===== src/hw/rtl/supervisory_frame_receiver_unit_macros.svh =====
// Assertion macros shared by the supervisory frame receiver RTL.
// Depends on nothing; each user supplies clk and arst_n in its own scope.
`ifndef SUPERVISORY_FRAME_RECEIVER_UNIT_MACROS_SVH
`define SUPERVISORY_FRAME_RECEIVER_UNIT_MACROS_SVH

// Same-cycle implication, checked out of reset.
`define SFR_ASSERT_NOW(label, ante, cons, msg) \
	label: assert property (@(posedge clk) disable iff (!arst_n) (ante) |-> (cons)) \
		else $error(msg);

// Next-cycle implication, checked out of reset.
`define SFR_ASSERT_NEXT(label, ante, cons, msg) \
	label: assert property (@(posedge clk) disable iff (!arst_n) (ante) |=> (cons)) \
		else $error(msg);

`endif


===== src/hw/rtl/sfr_pkg.sv =====
// Shared types, constants and decode functions of the supervisory frame receiver.
// Used by the channel interfaces and the top level; depends on nothing.
package sfr_pkg;

	localparam int BYTE_W   = 8;
	localparam int MODE_W   = 2;
	localparam int STATUS_W = 2;
	localparam int KIND_W   = 2;

	// Framing bytes.
	localparam logic [BYTE_W-1:0] FRAME_FLAG = 8'h7E;
	localparam logic [BYTE_W-1:0] FRAME_ADDR = 8'h03;

	// Control bytes.
	localparam logic [BYTE_W-1:0] CTL_UA   = 8'h07;
	localparam logic [BYTE_W-1:0] CTL_DISC = 8'h0B;
	localparam logic [BYTE_W-1:0] CTL_RR0  = 8'h05;
	localparam logic [BYTE_W-1:0] CTL_RR1  = 8'h85;
	localparam logic [BYTE_W-1:0] CTL_REJ0 = 8'h01;
	localparam logic [BYTE_W-1:0] CTL_REJ1 = 8'h81;

	// Awaited frame modes; the fourth code selects nothing.
	localparam logic [MODE_W-1:0] MODE_UA    = 2'd0;
	localparam logic [MODE_W-1:0] MODE_DISC  = 2'd1;
	localparam logic [MODE_W-1:0] MODE_REPLY = 2'd2;

	// Per-item status codes.
	localparam logic [STATUS_W-1:0] ST_BUSY   = 2'd0;
	localparam logic [STATUS_W-1:0] ST_ACCEPT = 2'd1;
	localparam logic [STATUS_W-1:0] ST_REJECT = 2'd2;

	// Reply kinds.
	localparam logic [KIND_W-1:0] KIND_RR0  = 2'd0;
	localparam logic [KIND_W-1:0] KIND_RR1  = 2'd1;
	localparam logic [KIND_W-1:0] KIND_REJ0 = 2'd2;
	localparam logic [KIND_W-1:0] KIND_REJ1 = 2'd3;

	// Position within the frame: the byte expected next.
	typedef enum logic [2:0] {
		POS_FLAG_OPEN  = 3'd0,
		POS_ADDR       = 3'd1,
		POS_CTRL       = 3'd2,
		POS_CHECK      = 3'd3,
		POS_FLAG_CLOSE = 3'd4
	} pos_t;

	// True when the control byte suits the awaited frame.
	function automatic logic control_ok(input logic [MODE_W-1:0] mode,
			input logic [BYTE_W-1:0] c);
		logic ok;
		unique case (mode)
			MODE_UA:    ok = (c == CTL_UA);
			MODE_DISC:  ok = (c == CTL_DISC);
			MODE_REPLY: ok = (c == CTL_RR0) || (c == CTL_RR1) ||
				(c == CTL_REJ0) || (c == CTL_REJ1);
			default:    ok = 1'b0;
		endcase
		return ok;
	endfunction

	// Reply kind of a control byte; anything else reads as zero.
	function automatic logic [KIND_W-1:0] kind_of(input logic [BYTE_W-1:0] c);
		logic [KIND_W-1:0] k;
		unique case (c)
			CTL_RR1:  k = KIND_RR1;
			CTL_REJ0: k = KIND_REJ0;
			CTL_REJ1: k = KIND_REJ1;
			default:  k = KIND_RR0;
		endcase
		return k;
	endfunction

endpackage


===== src/hw/rtl/sfr_if.sv =====
// Valid/ready channel interfaces of the supervisory frame receiver.
// Depends on sfr_pkg for the payload widths.
interface sfr_byte_if;
	import sfr_pkg::*;

	logic              valid;
	logic              ready;
	logic [BYTE_W-1:0] rx_byte;

	modport source (output valid, output rx_byte, input ready);
	modport sink   (input valid, input rx_byte, output ready);
endinterface

interface sfr_status_if;
	import sfr_pkg::*;

	logic                valid;
	logic                ready;
	logic [STATUS_W-1:0] frame_status;
	logic [KIND_W-1:0]   reply_kind;

	modport source (output valid, output frame_status, output reply_kind, input ready);
	modport sink   (input valid, input frame_status, input reply_kind, output ready);
endinterface


===== src/hw/rtl/supervisory_frame_receiver_unit.sv =====
// Supervisory frame receiver: checks link bytes against a five-byte frame.
// Depends on sfr_pkg, the interfaces in sfr_if.sv and the assertion macros header.
//
// Use: received bytes enter one item at a time on the rx channel (valid/ready,
// payload rx_byte). Each byte gives exactly one item on the status channel:
// frame_status (in progress, accepted, rejected) and reply_kind, which is
// non-zero only on an accepted reply frame. The awaited frame type is set by
// cfg_we/cfg_wdata; the user must write it only while the block is idle, as
// the block itself does not enforce this. A byte taken on rx goes into the
// input register, then into the result register, where its status item waits
// to be taken. Throughput: one byte per cycle while the status receiver does
// not stall, set by the single compare-and-advance step between both registers.
// Reset (arst_n low) empties both registers, returns the receiver to waiting
// for an opening flag, clears the held control byte and selects UA frames.
// When the status receiver stalls, the result register holds its item, the
// input register still takes one more byte, and rx.ready then falls until
// the result is taken.
`include "supervisory_frame_receiver_unit_macros.svh"

module supervisory_frame_receiver_unit (
	input  logic                        clk,
	input  logic                        arst_n,
	input  logic                        cfg_we,
	input  logic [sfr_pkg::MODE_W-1:0]  cfg_wdata,
	sfr_byte_if.sink                    rx,
	sfr_status_if.source                status
);
	import sfr_pkg::*;

	logic                s1_valid_q;
	logic [BYTE_W-1:0]   byte_s1;
	logic                s2_valid_q;
	logic [STATUS_W-1:0] status_s2;
	logic [KIND_W-1:0]   kind_s2;
	logic [MODE_W-1:0]   awaited_frame_q;
	logic [BYTE_W-1:0]   held_control_q;
	pos_t                pos_q;
	pos_t                pos_d;
	logic                byte_ok;
	logic                s2_free;
	logic                s2_load;
	logic                rx_take;
	logic [STATUS_W-1:0] res_status;
	logic [KIND_W-1:0]   res_kind;
	logic                acc_load;
	logic                rej_load;
	logic                kind_set;
	logic                s1_stall;

	// Handshake: the result register frees the input register.
	assign s2_free = !s2_valid_q || status.ready;
	assign s2_load = s1_valid_q && s2_free;
	assign rx.ready = !s1_valid_q || s2_free;
	assign rx_take = rx.valid && rx.ready;

	// Configuration register.
	always_ff @(posedge clk or negedge arst_n) begin
		if (!arst_n) begin
			awaited_frame_q <= MODE_UA;
		end else if (cfg_we) begin
			awaited_frame_q <= cfg_wdata;
		end
	end

	// Input register.
	always_ff @(posedge clk or negedge arst_n) begin
		if (!arst_n) begin
			s1_valid_q <= 1'b0;
		end else if (rx_take) begin
			s1_valid_q <= 1'b1;
		end else if (s2_free) begin
			s1_valid_q <= 1'b0;
		end
	end

	always_ff @(posedge clk) begin
		if (rx_take) begin
			byte_s1 <= rx.rx_byte;
		end
	end

	// Next position: match the byte against the one expected here.
	always_comb begin
		byte_ok = 1'b0;
		pos_d   = POS_FLAG_OPEN;
		unique case (pos_q)
			POS_ADDR: begin
				byte_ok = (byte_s1 == FRAME_ADDR);
				pos_d   = POS_CTRL;
			end
			POS_CTRL: begin
				byte_ok = control_ok(awaited_frame_q, byte_s1);
				pos_d   = POS_CHECK;
			end
			POS_CHECK: begin
				byte_ok = (byte_s1 == (FRAME_ADDR ^ held_control_q));
				pos_d   = POS_FLAG_CLOSE;
			end
			POS_FLAG_CLOSE: begin
				byte_ok = (byte_s1 == FRAME_FLAG);
				pos_d   = POS_FLAG_OPEN;
			end
			default: begin
				byte_ok = (byte_s1 == FRAME_FLAG);
				pos_d   = POS_ADDR;
			end
		endcase
		if (!byte_ok) begin
			pos_d = POS_FLAG_OPEN;
		end
	end

	// Result of the current byte.
	always_comb begin
		res_kind = KIND_RR0;
		if (!byte_ok) begin
			res_status = ST_REJECT;
		end else if (pos_q == POS_FLAG_CLOSE) begin
			res_status = ST_ACCEPT;
			res_kind   = kind_of(held_control_q);
		end else begin
			res_status = ST_BUSY;
		end
	end

	// Frame state advances as each byte moves into the result register.
	always_ff @(posedge clk or negedge arst_n) begin
		if (!arst_n) begin
			pos_q          <= POS_FLAG_OPEN;
			held_control_q <= '0;
		end else if (s2_load) begin
			pos_q <= pos_d;
			if (pos_q == POS_CTRL && byte_ok) begin
				held_control_q <= byte_s1;
			end
		end
	end

	// Result register.
	always_ff @(posedge clk or negedge arst_n) begin
		if (!arst_n) begin
			s2_valid_q <= 1'b0;
		end else if (s2_load) begin
			s2_valid_q <= 1'b1;
		end else if (status.ready) begin
			s2_valid_q <= 1'b0;
		end
	end

	always_ff @(posedge clk) begin
		if (s2_load) begin
			status_s2 <= res_status;
			kind_s2   <= res_kind;
		end
	end

	assign status.valid        = s2_valid_q;
	assign status.frame_status = status_s2;
	assign status.reply_kind   = kind_s2;

	// Conditions watched by the checks below.
	assign acc_load = s2_load && res_status == ST_ACCEPT;
	assign rej_load = s2_load && res_status == ST_REJECT;
	assign kind_set = s2_valid_q && kind_s2 != KIND_RR0;
	assign s1_stall = s1_valid_q && !s2_free;

	// Checks on the frame tracking.
	`SFR_ASSERT_NOW(a_accept_at_close, acc_load, pos_q == POS_FLAG_CLOSE, "early accept")
	`SFR_ASSERT_NEXT(a_reject_rearms, rej_load, pos_q == POS_FLAG_OPEN, "no rearm after reject")
	`SFR_ASSERT_NOW(a_kind_on_accept, kind_set, status_s2 == ST_ACCEPT, "kind without accept")
	`SFR_ASSERT_NEXT(a_input_held, s1_stall, s1_valid_q && $stable(byte_s1), "input lost")

endmodule

===== src/flat_wrapper.sv =====
// flat-port wrapper written by rule: the top's interface ports become plain ports
module supervisory_frame_receiver_unit_flat import sfr_pkg::*;
  (clk, arst_n, cfg_we, cfg_wdata, rx_valid, rx_rx_byte, rx_ready, status_valid, status_frame_status, status_reply_kind, status_ready);
  sfr_byte_if rx_i ();
  sfr_status_if status_i ();
  input  logic clk;
  input  logic arst_n;
  input  logic cfg_we;
  input  logic [sfr_pkg::MODE_W-1:0] cfg_wdata;
  input wire logic [$bits(rx_i.valid)-1:0] rx_valid;
  input wire logic [$bits(rx_i.rx_byte)-1:0] rx_rx_byte;
  output wire logic [$bits(rx_i.ready)-1:0] rx_ready;
  output wire logic [$bits(status_i.valid)-1:0] status_valid;
  output wire logic [$bits(status_i.frame_status)-1:0] status_frame_status;
  output wire logic [$bits(status_i.reply_kind)-1:0] status_reply_kind;
  input wire logic [$bits(status_i.ready)-1:0] status_ready;
  assign rx_i.valid = rx_valid;
  assign rx_i.rx_byte = rx_rx_byte;
  assign rx_ready = rx_i.ready;
  assign status_valid = status_i.valid;
  assign status_frame_status = status_i.frame_status;
  assign status_reply_kind = status_i.reply_kind;
  assign status_i.ready = status_ready;
  supervisory_frame_receiver_unit u_core (.clk(clk), .arst_n(arst_n), .cfg_we(cfg_we), .cfg_wdata(cfg_wdata), .rx(rx_i), .status(status_i));
endmodule

===== config.mk =====
export PLATFORM = sky130hd
export DESIGN_NAME = supervisory_frame_receiver_unit_flat
export DESIGN_NICKNAME = d
export VERILOG_FILES = /design/src/hw/rtl/sfr_pkg.sv /design/src/hw/rtl/sfr_if.sv /design/src/hw/rtl/supervisory_frame_receiver_unit.sv /design/src/flat_wrapper.sv
export VERILOG_INCLUDE_DIRS = /design/src /design/src/hw/rtl
export SDC_FILE = /design/constraint.sdc
export NUM_CORES = 1
export LEC_CHECK = 0
export BUFFER_PORTS_ARGS = -buffer_cell sky130_fd_sc_hd__buf_2
export CAP_MARGIN = 25
export CORE_UTILIZATION = 35
export DETAILED_ROUTE_END_ITERATION = 12
export SLEW_MARGIN = 20
export SYNTH_ARGS = -nofsm -noshare
export SYNTH_HDL_FRONTEND = slang
export SYNTH_SLANG_ARGS = --single-unit

===== constraint.sdc =====
create_clock -name clk -period 2.3 [get_ports clk]
set_input_delay 0.345 -clock clk [delete_from_list [all_inputs] [get_ports clk]]
set_output_delay 0.345 -clock clk [all_outputs]
set_load 0.1 [all_outputs]

=== Word-level counts from Yosys, hierarchy flattened ===
Cells that the tools add are included.

* Register bits: 27
* Latch bits: 0
* Bits in writable memories: 0
* Bits in read-only memories: 0
* Bits of input ports: 15
* Output and inout port bits: 6
* Logic and storage cells: 52
* Memories: 0

* Add/sub/neg operators: 0
* Multiply operators: 0
* Divide/modulo/power cells: 0
* $lt $le $gt $ge: 0
* Equal/unequal tests: 18
* Shift operators: 0
* Multiplexer cells: 10
* Bitwise logic cells: 1
* Reduce and logical (&&, ||, !) cells: 15

{| class="wikitable"
|+ Operators by type and width
! cell !! count
|-
| $eq A8 B8 Y1 const B || 4
|-
| $eq A8 B1 Y1 const B || 2
|-
| $eq A8 B3 Y1 const B || 2
|-
| $pmux W3 S4 || 1
|-
| $eq A8 B2 Y1 const B || 1
|-
| $eq A8 B4 Y1 const B || 1
|-
| $eq A8 B7 Y1 const B || 1
|-
| $eq A8 B8 Y1 || 1
|-
| $eq A3 B2 Y1 const B || 2
|-
| $pmux W1 S3 || 2
|-
| $pmux W2 S3 || 1
|-
| $logic_or A1 B1 Y1 || 5
|-
| $mux W1 || 5
|-
| $reduce_and A2 Y1 || 2
|-
| $reduce_bool A2 Y1 || 2
|-
| $eq A3 B1 Y1 const B || 1
|-
| $eq A3 B3 Y1 const B || 1
|-
| $logic_and A1 B1 Y1 || 3
|-
| $mux W3 || 1
|-
| $eq A2 B1 Y1 const B || 1
|-
| $eq A2 B2 Y1 const B || 1
|-
| $logic_not A1 Y1 || 2
|-
| $logic_not A2 Y1 || 1
|-
| $not A2 Y2 || 1
|}

=== Logic depth before layout (Yosys ltp) ===
Gate-level depths: netlist of the first run.

* Depth in word-level cells: 8
* Depth in mapped cells: 7
* Depth with buffers taken out: 6

=== Least setup slack after synthesis of the first run ===
OpenSTA, ideal clock, no wires.

* Path type: reg-to-reg
* Start point: register u_core.s2_valid_q (netlist: u_core.status.valid)
* End point: register u_core.byte_s1[0] (enable)
* Setup time: 282 ps
* Arrival: 2474 ps
* Required time: 2018 ps
* Slack: -455 ps
* Cell stages (with the launch flop): 3
* Buffers on the path: 0
* Clock period less this slack: 2755 ps
* Path through: dfrtp_1 nand3b_1 and2_1

* Longest elaborated chain between the ends: 4

{| class="wikitable"
|+ Ends and longest elaborated chain
! element !! RTL line !! source
|-
| start: declaration || supervisory_frame_receiver_unit.sv:32 || <nowiki>logic s2_valid_q;</nowiki>
|-
| start signal: assignment || supervisory_frame_receiver_unit.sv:142 || <nowiki>s2_valid_q <= 1'b0;</nowiki>
|-
| start signal: assignment || supervisory_frame_receiver_unit.sv:144 || <nowiki>s2_valid_q <= 1'b1;</nowiki>
|-
| start signal: assignment || supervisory_frame_receiver_unit.sv:146 || <nowiki>s2_valid_q <= 1'b0;</nowiki>
|-
| $logic_not A1 Y1 || supervisory_frame_receiver_unit.sv:51 || <nowiki>assign s2_free = !s2_valid_q || status.ready;</nowiki>
|-
| $logic_or A1 B1 Y1 || supervisory_frame_receiver_unit.sv:51 ||
|-
| $logic_or A1 B1 Y1 || supervisory_frame_receiver_unit.sv:53 || <nowiki>assign rx.ready = !s1_valid_q || s2_free;</nowiki>
|-
| net rx_ready || flat_wrapper.sv:12 || <nowiki>output wire logic [$bits(rx_i.ready)-1:0] rx_ready;</nowiki>
|-
| $logic_and A1 B1 Y1 || supervisory_frame_receiver_unit.sv:54 || <nowiki>assign rx_take = rx.valid && rx.ready;</nowiki>
|-
| net u_core.rx_take || supervisory_frame_receiver_unit.sv:42 || <nowiki>logic rx_take;</nowiki>
|-
| end signal: assignment || supervisory_frame_receiver_unit.sv:78 || <nowiki>byte_s1 <= rx.rx_byte;</nowiki>
|-
| end: declaration || supervisory_frame_receiver_unit.sv:31 || <nowiki>logic [BYTE_W-1:0] byte_s1;</nowiki>
|}

The timed path passes the listed nets, and every way through them passes these cells.
A chain may end at the register's enable or synchronous reset.

=== Worst setup path in the final report of the first run ===
* Start point: register u_core.pos_q[1]
* End point: register u_core.status_s2[1] (netlist: u_core.status.frame_status[1]) (data pin)

* Longest elaborated chain between the ends: 2
* Elaborated cells on any way between the ends: 4
* Classes of those cells: 3 x eq/ne; 1 x mux

{| class="wikitable"
|+ Ends and longest elaborated chain
! element !! RTL line !! source
|-
| start: declaration || supervisory_frame_receiver_unit.sv:37 || <nowiki>pos_t pos_q;</nowiki>
|-
| start signal: assignment || supervisory_frame_receiver_unit.sv:132 || <nowiki>pos_q <= pos_d;</nowiki>
|-
| $eq A3 B2 Y1 or $eq A3 B1 Y1 (tied branches) || supervisory_frame_receiver_unit.sv:86 || <nowiki>unique case (pos_q)</nowiki>
|-
| $pmux W1 S3 (*) || supervisory_frame_receiver_unit.sv:86 ||
|-
| end signal: assignment || supervisory_frame_receiver_unit.sv:152 || <nowiki>status_s2 <= res_status;</nowiki>
|-
| end: declaration || supervisory_frame_receiver_unit.sv:33 || <nowiki>logic [STATUS_W-1:0] status_s2;</nowiki>
|}

Mark *: on every way between the ends. The rest lies on a longest branch, timed or not.

==> results of run 1 <==
[routing by layer]
metal  routed length [um]  share of wire
met4                   38          0.014
met5                    0              0
met3                   95          0.035
met1                 1255           0.46
met2                 1315           0.49
[metrics by stage]
stage          std cells  cell area [um2]  hold WS, ns
3_5_place_dp         183             1498       0.2754
6_report             188             1554       0.2456
4_1_cts              188             1554       0.2374
5_1_grt              188             1554       0.2288
2_1_floorplan        119             1376      0.04941
3_3_place_gp         183             1498       0.2747
[Yosys cell counts (3+ instances only)]
cell / n
nor2_1: 9
buf_6: 3
mux2_1: 4
nand2b_1: 5
nand2_1: 10
dfrtp_1: 15
a21oi_1: 8
edfxtp_1: 12
a211oi_1: 4
inv_1: 3
and2_1: 5
[path summary, 6_finish.rpt]
| kind | to | slack, ns |
|---|---|---|
| max | u_core.status.frame_status[1] | 0.18 |
| min | u_core.byte_s1[2] | 0.25 |
| max reg2reg | u_core.status.frame_status[1] | 0.18 |
| min reg2reg | u_core.status.valid | 0.49 |
| max in group asynchronous | u_core.status.valid | 1.48 |
| min in group asynchronous | u_core.awaited_frame_q[0] | 0.53 |
[cell families after synthesis]
kind of cell	Yosys count	share of synthesized area
AO/OA/AOI/OAI	29	0.1480
multiplexers	7	0.05662
buffers and inverters	7	0.03652
flip-flops	27	0.5370
AND/OR/NAND/NOR	48	0.2155
XOR/XNOR	1	0.006394
[registers in the layout (all words and copies together), names as in the netlist]
name	cells
u_core.status.valid	1
u_core.status.frame_status	2
u_core.held_control_q	8
u_core.status.reply_kind	2
u_core.awaited_frame_q	2
u_core.pos_q	3
u_core.byte_s1	8
u_core.s1_valid_q	1
[critical path: cells and delay by family (launching register included)]
family,cells,cell delay (ns)
DFF,1,0.73
and+or+nand+nor,3,0.84
AOI/OAI and AO/OA,2,0.32
[cell type report]
class | instances | area share
clock buffers | 3 | 0.02657
clock inverters | 1 | 0.003221
inverters | 3 | 0.007246
multi-input cells | 85 | 0.3776
flip-flops and latches | 27 | 0.4758
well taps | 48 | 0.03865
repair buffers | 21 | 0.07085
[power breakdown]
part	internal [mW]	total, mW	switching [mW]
clock	0.121	0.257	0.136
combinational	0.0676	0.192	0.125
sequential	0.534	0.578	0.0440
[timing repair]
item | CTS | global route
setup buffers | 0 | 0
endpoints found under the hold margin | 15 | 0
hold buffers | 1 | 0
==> impl_metrics.json, run 1 <==
{
  "outcome": "finished, final reports clean",
  "rsz0062_at_grt": "false",
  "cap_violations": 0,
  "ys_warn_count": 0,
  "use_met1": 0.1860,
  "setup_viol": 0,
  "ir_worst_vdd_mv": 0.3408,
  "grt_antenna_before_repair": 0,
  "grtUsageTotal": 0.1464,
  "die-area_um2": 4169,
  "drt_iter0_drc": 52,
  "grtUsageMet2": 0.2474,
  "hp-class": "in -> reg",
  "netlist_area_um2": 1370,
  "fp.coreArea_um2": 3716,
  "io_pins": 21,
  "dr.pass1.iters": 4,
  "drcViolationCount": 0,
  "min_period_ns": 2.120,
  "crit_path_start_kind": "flip-flop",
  "wl_per_cell_um": 14.39,
  "clock_sinks": 27,
  "cp_data_arrival_time_ns": 2.15,
  "gp_congestion": 0.8805,
  "multiInputGateArea_um2": 586.8,
  "clock-skew-final_ns": 0.004155,
  "final_layout_size_suffix_gt1_frac": 0.2429,
  "async_reset_ff_frac": 0.5556,
  "grt-ovfl-total": 0,
  "use_met3": 0.02817,
  "die_y_um": 64.57,
  "synthFlopType": "dfrtp_1",
  "slew_headroom": 0.6019,
  "mostFrequentLayoutCells": "20 x buf_2, 14 x dfrtp_1, 12 x edfxtp_1",
  "grt_pass1_wl_um": 4650,
  "nets": 156,
  "fin_ws_ns": 0.1800,
  "required_ns": 2.33,
  "ant_nets": 0,
  "slowest_delay_ns": 0.73,
  "fmax_mhz": 471.7,
  "fin_util": 0.4182,
  "leakagePower_nw": 0.6287,
  "cts_buffers": 3,
  "hold_viol": 0,
  "synth_area_leaders": "dfrtp_1 27%, edfxtp_1 26%, mux2_1 3.3%",
  "crit_chain": "a21bo_2 > a211oi_1 > nor4_2 > nand4_2 > and2_1",
  "total_power_mw": 1.027,
  "hold_depth": 1,
  "synthCells": 119,
  "syn2layout_area_growth_pct": 13.42,
  "syn_nets": 134,
  "layout_commonest_cell": "buf_2",
  "criticalPathCategory": "reg -> reg",
  "start_util": 0.3687,
  "clk_pin_slew_worst_paths_ns": 0.09,
  "hold_start": "rx_rx_byte[2]",
  "seq_area_um2": 739.5,
  "drv_slew": 0,
  "synth_top_cell_by_area": "dfrtp_1",
  "clockRootBuffer": "clkbuf_8",
  "cts_tree": "done",
  "synth_seq_area_share": 0.5370,
  "startpoint": "u_core.pos_q[1]",
  "path_max_fanout": 20,
  "period_share": 0.9217,
  "fin_setup_tns_ns": 0,
  "cp_slowest_cell": "dfrtp_1",
  "num_antenna_cells": 0,
  "cts_max_level": 1,
  "portBuffers": 20,
  "reg2reg_depth": 5,
  "place_ws_ns": 0.2381,
  "vias_per_cell": 5.362,
  "syn_avg_cell_area_um2": 11.51,
  "synth_top_area_frac": 0.2740,
  "synth_seq_cells": 27,
  "synth.distinct_cells": 43,
  "grt_pass1_vias": 1009,
  "rows": 22,
  "hpwlAfterDp_um": 2022,
  "powerDensity_nw_per_um2": 660.7,
  "cts_resized": 0,
  "grt_max_degree": 21,
  "clkLatencyLatePin_ns": 0.27,
  "dieWidth_um": 64.57,
  "tightest_slew_ns": 0.5972,
  "endpoint_kind": "flip-flop",
  "wl_um": 2705,
  "synth_edf_count": 12,
  "clockBufferDepth": 2,
  "nFillCells": 364,
  "vias": 1008,
  "reg2reg_from": "u_core.pos_q[1]",
  "busiest_layer": "met2"
}
Note: power is estimated with default switching activity, not from simulation.
==> run 2, diff against run 1 <==
==> constraint.sdc (replaced) <==
create_clock -name clk -period 1.7 [get_ports clk]
set_input_delay 0.255 -clock clk [delete_from_list [all_inputs] [get_ports clk]]
set_output_delay 0.255 -clock clk [all_outputs]
set_load 0.1 [all_outputs]
==> impl_metrics.json, run 2 (synthesis results as in run 1) <==
{
  "grt_pass1_vias": 1153,
  "wl_per_cell_um": 14.48,
  "required_ns": 1.74,
  "cts_max_level": 1,
  "grt-ovfl-total": 0,
  "wl_um": 3244,
  "rsz0062_at_grt": "true",
  "clock-skew-final_ns": 0.004925,
  "fmax_mhz": 572.0,
  "dr.pass1.iters": 4,
  "fin_util": 0.5293,
  "io_pins": 21,
  "cts_tree": "done",
  "tightest_slew_ns": 0.4851,
  "clk_pin_slew_worst_paths_ns": 0.09,
  "ir_worst_vdd_mv": 0.4069,
  "p_sw_uw": 487.2,
  "drv_slew": 0,
  "dieWidth_um": 64.57,
  "final_layout_size_suffix_gt1_frac": 0.5341,
  "criticalPathCategory": "reg -> reg",
  "die-area_um2": 4169,
  "switching_share": 0.3019,
  "nets": 192,
  "hp-class": "in -> reg",
  "cts_buffers": 3,
  "nFillCells": 312,
  "drcViolationCount": 0,
  "cp_data_arrival_time_ns": 1.78,
  "endpoint_kind": "flip-flop",
  "start_util": 0.3687,
  "crit_chain": "buf_6 > a21oi_4 > mux2i_2 > nor4_4 > nand4_4 > and2_4",
  "clkLatencyLatePin_ns": 0.27,
  "mostFrequentLayoutCells": "31 x buf_4, 20 x buf_2, 12 x dfrtp_1, 12 x edfxtp_1, 10 x nand2_1",
  "crit_path_start_kind": "flip-flop",
  "grt_pass1_wl_um": 5451,
  "slowest_delay_ns": 0.46,
  "clockRootBuffer": "clkbuf_8",
  "layout_commonest_cell": "buf_4",
  "violations": "negative setup slack",
  "hpwlAfterDp_um": 2259,
  "fin_setup_tns_ns": -0.1495,
  "instances_no_fill": 224,
  "powerDensity_nw_per_um2": 820.5,
  "cp_slowest_cell": "dfrtp_2",
  "drt_iter0_drc": 67,
  "fin_ws_ns": -0.04811,
  "gp_congestion": 0.8751,
  "portBuffers": 20,
  "fp.coreArea_um2": 3716,
  "pwr-share-comb": 0.307,
  "path_max_fanout": 5,
  "p_int_mw": 1.127,
  "critPathBufInv": 1,
  "pwr-share-clk": 0.223,
  "vias": 1175,
  "reg.largest.list": "u_core.byte_s1 (8), u_core.held_control_q (8), u_core.pos_q (3)",
  "slew_headroom": 0.6788,
  "ant_nets": 0,
  "die_y_um": 64.57,
  "setup_viol": 9,
  "cap_violations": 0,
  "hold_viol": 0,
  "num_antenna_cells": 0,
  "grtUsageTotal": 0.1725,
  "leakagePower_nw": 0.8373,
  "clockBufferDepth": 2,
  "clock_sinks": 27,
  "period_share": 1.028,
  "rows": 22,
  "placedCellCount": 207,
  "syn2layout_area_growth_pct": 43.56,
  "vias_per_cell": 5.246,
  "grt_max_degree": 16,
  "seqPwrFrac": 0.470,
  "grt_antenna_before_repair": 0,
  "critical_path.top_delay_family": "simple AND/OR/NAND/NOR gates",
  "outcome": "finished, violations left",
  "min_period_ns": 1.748
}
==> run 2: changes by cell type in the layout (fill, tap and decap cells not counted), moves of 3 or more <==
cell	before	now
buf_4	0	31
buf_6	0	4
mux2_1	4	0
mux2_4	0	4
a211oi_1	4	1
and2_1	4	1
and2_4	1	4
==> run 2: layout make-up <==
| class | instances | area [um2] | area share |
|---|---|---|---|
| clock buffer | 4 | 45.04 | 0.02290 |
| tap | 48 | 60.06 | 0.03053 |
| sequential | 27 | 742.0 | 0.3772 |
| timing repair buffer | 57 | 407.9 | 0.2074 |
| multi-input combinational | 85 | 700.7 | 0.3562 |
| inverter | 3 | 11.26 | 0.005725 |
==> run 2: power by group through the flow <==
stage          registers (mW)  logic [mW]  clock network [mW]
6_report                0.759       0.496               0.360
5_1_grt                 0.763       0.527               0.392
4_1_cts                 0.753       0.446               0.369
3_5_place_dp            0.778       0.358                   0
3_3_place_gp            0.776       0.350                   0
2_1_floorplan           0.805       0.205                   0
==> run 2: worst reg2reg max path, delay by kind of cell, from the launching register on <==
| family | cells | cell delay, ns |
|---|---|---|
| multiplexers | 1 | 0.10 |
| flip-flops | 1 | 0.46 |
| AND/OR/NAND/NOR | 3 | 0.69 |
| buffers and inverters | 1 | 0.14 |
| AO/OA/AOI/OAI | 1 | 0.12 |
==> run 2: what timing repair did <==
item | in CTS | in global routing
endpoints found under the setup margin | 10 | 13
buffers inserted | 9 | 3
hold endpoints to repair | 15 | 0
hold buffers | 1 | 0
pin swaps | 10 | 6
gates resized for setup | 20 | 16
==> run 2: path summary, 6_finish.rpt <==
path,from,endpoint,slack (ns),depth (start not counted)
max in group asynchronous,arst_n,u_core.status.valid,0.99,2
max,u_core.pos_q[1],u_core.status.frame_status[1],-0.05,6
min,rx_rx_byte[1],u_core.byte_s1[1],0.15,1
min reg2reg,u_core.s1_valid_q,u_core.status.valid,0.49,1
min in group asynchronous,arst_n,u_core.awaited_frame_q[0],0.42,2
max reg2reg,u_core.pos_q[1],u_core.status.frame_status[1],-0.05,6
==> run 2: routing by layer <==
metal	GRT usage	wire [um]
met1	0.2145	1337
met2	0.2908	1705
met3	0.02465	153
met4	0.08611	47
met5	0	0
==> run 2: through the flow <==
step                instance area [um2]  hold WS [ns]  power, mW  setup slack, ns
finish                             1967        0.1489      1.614         -0.04811
global route                       1967        0.1416      1.682          -0.1025
CTS                                1889        0.1457      1.568         -0.03002
detailed placement                 1690        0.1851      1.136          -0.1716
global placement                   1690        0.1779      1.126         -0.06711
floorplan                          1376      -0.04059      1.011          -0.4816
==> run 3, diff against run 2 <==
--- a/config.mk
+++ b/config.mk
@@ -10,6 +10,7 @@
 export CAP_MARGIN = 25
 export CORE_UTILIZATION = 35
 export DETAILED_ROUTE_END_ITERATION = 12
+export REMOVE_ABC_BUFFERS = 1
 export SLEW_MARGIN = 20
 export SYNTH_ARGS = -nofsm -noshare
 export SYNTH_HDL_FRONTEND = slang
==> impl_metrics.json, run 3 (synthesis results as in run 1) <==
{
  "violations": "negative setup slack",
  "hold_viol": 0,
  "vias_per_cell": 5.210,
  "hpwlAfterDp_um": 2352,
  "crit_end": "u_core.held_control_q[2]",
  "fmax_mhz": 569.7,
  "cp.depth": 5,
  "powerDensity_nw_per_um2": 846.9,
  "layout_commonest_cell": "buf_4",
  "wl_per_cell_um": 15.00,
  "rsz0062_at_grt": "true",
  "syn2layout_area_growth_pct": 37.08,
  "drv_slew": 0,
  "leakagePower_nw": 0.7958,
  "cap_violations": 0,
  "fin_ws_ns": -0.05530,
  "grt-ovfl-total": 0,
  "ant_nets": 0,
  "fin_setup_tns_ns": -0.4457,
  "hp-class": "in -> reg",
  "outcome": "finished, violations left",
  "cp_slowest_cell": "a2111o_1",
  "grt_pass1_vias": 1143,
  "crit_path_start_kind": "flip-flop",
  "path_max_fanout": 5,
  "setup_viol": 13,
  "reg2reg_depth": 5,
  "gp_congestion": 0.8551,
  "fp.coreArea_um2": 3716,
  "cts_buffers": 3,
  "whs_ns": 0.1512,
  "rows": 22,
  "die-area_um2": 4169,
  "io_pins": 21,
  "cp_data_arrival_time_ns": 1.91,
  "portBuffers": 20,
  "drt_iter0_drc": 48,
  "vias": 1141,
  "grtUsageTotal": 0.1657,
  "dr.pass1.iters": 4,
  "slew_headroom": 0.6794,
  "clockRootBuffer": "clkbuf_8",
  "wl_um": 3286,
  "endpoint_kind": "flip-flop",
  "min_period_ns": 1.755,
  "die_y_um": 64.57,
  "mostFrequentLayoutCells": "27 x buf_4, 20 x buf_2, 12 x dfrtp_1, 12 x edfxtp_1, 9 x nand2_1",
  "fin_util": 0.5054,
  "placed_area_um2": 1664,
  "num_antenna_cells": 0,
  "drcViolationCount": 0,
  "criticalPathCategory": "reg -> reg",
  "clk_pin_slew_worst_paths_ns": 0.10,
  "critical_path.top_delay_family": "compound AO/OA/AOI/OAI gates",
  "grt_max_degree": 16,
  "cts_max_level": 1,
  "ir_worst_vdd_mv": 0.5152,
  "reg.largest.list": "u_core.byte_s1 (8), u_core.held_control_q (8), u_core.pos_q (3)",
  "period_share": 1.033,
  "required_ns": 1.86,
  "dieWidth_um": 64.57,
  "nFillCells": 337,
  "tightest_slew_ns": 0.4842,
  "worstReg2RegEnd": "u_core.held_control_q[2]",
  "final_area_um2": 1878,
  "grt_antenna_before_repair": 0,
  "nets": 187,
  "clockBufferDepth": 2,
  "cts_tree": "done",
  "reg2reg_setup_slack_ns": -0.06,
  "start_util": 0.3687,
  "crit_chain": "buf_4 > nor2_4 > nand2_2 > a2111o_1 > mux2_4",
  "reg2reg_from": "u_core.pos_q[0]",
  "grt_pass1_wl_um": 5223,
  "startpoint": "u_core.pos_q[0]",
  "clock_sinks": 27,
  "clock-skew-final_ns": 0.008502,
  "final_layout_size_suffix_gt1_frac": 0.4854,
  "clkLatencyLatePin_ns": 0.27,
  "slowest_delay_ns": 0.54,
  "total_power_mw": 1.591,
  "critPathBufInv": 1
}
-- run 3: worst min-delay path by stage --
stage,from,end,depth (start not counted)
after floorplan,arst_n,u_core.awaited_frame_q[0],0
after global placement,arst_n,u_core.awaited_frame_q[0],1
after detailed placement,arst_n,u_core.awaited_frame_q[1],1
after CTS,rx_rx_byte[5],u_core.byte_s1[5],1
after global routing,rx_rx_byte[4],u_core.byte_s1[4],1
final,rx_rx_byte[5],u_core.byte_s1[5],1
-- run 3: through the flow --
stage | cells | worst slack [ns]
finish | 219 | -0.05530
CTS | 218 | -0.05778
detailed placement | 206 | -0.2024
global route | 219 | -0.1480
floorplan | 115 | -1.055
global placement | 206 | -0.09753
-- run 3: final cells by class --
class,count,area [um2],share of cell area
sequential,27,739.5,0.3937
tap,48,60.06,0.03198
inverter,3,11.26,0.005996
clock buffer,3,41.29,0.02199
multi-input combinational,85,663.1,0.3531
timing repair buffer,52,357.8,0.1905
clock inverter,1,5.005,0.002665
-- run 3: per-layer routing --
metal / track usage / vias up / part of all wire
li1: - / 544 / -
met1: 0.1897 / 567 / 0.43
met2: 0.3026 / 28 / 0.53
met3: 0.02641 / 2 / 0.026
met4: 0.06944 / 0 / 0.0088
met5: 0 / - / 0
-- run 3: report_power, final --
group	leakage [nW]	internal, mW	switching (mW)
logic	0.464	0.215	0.252
registers	0.306	0.724	0.0362
clock network	0.0255	0.164	0.200
-- run 3: timing repair --
item,in CTS,in global routing
buffers inserted,7,1
hold buffers,1,0
setup endpoints to repair,13,14
hold endpoints to repair,15,0
pin swaps,5,6
resized for setup,7,23
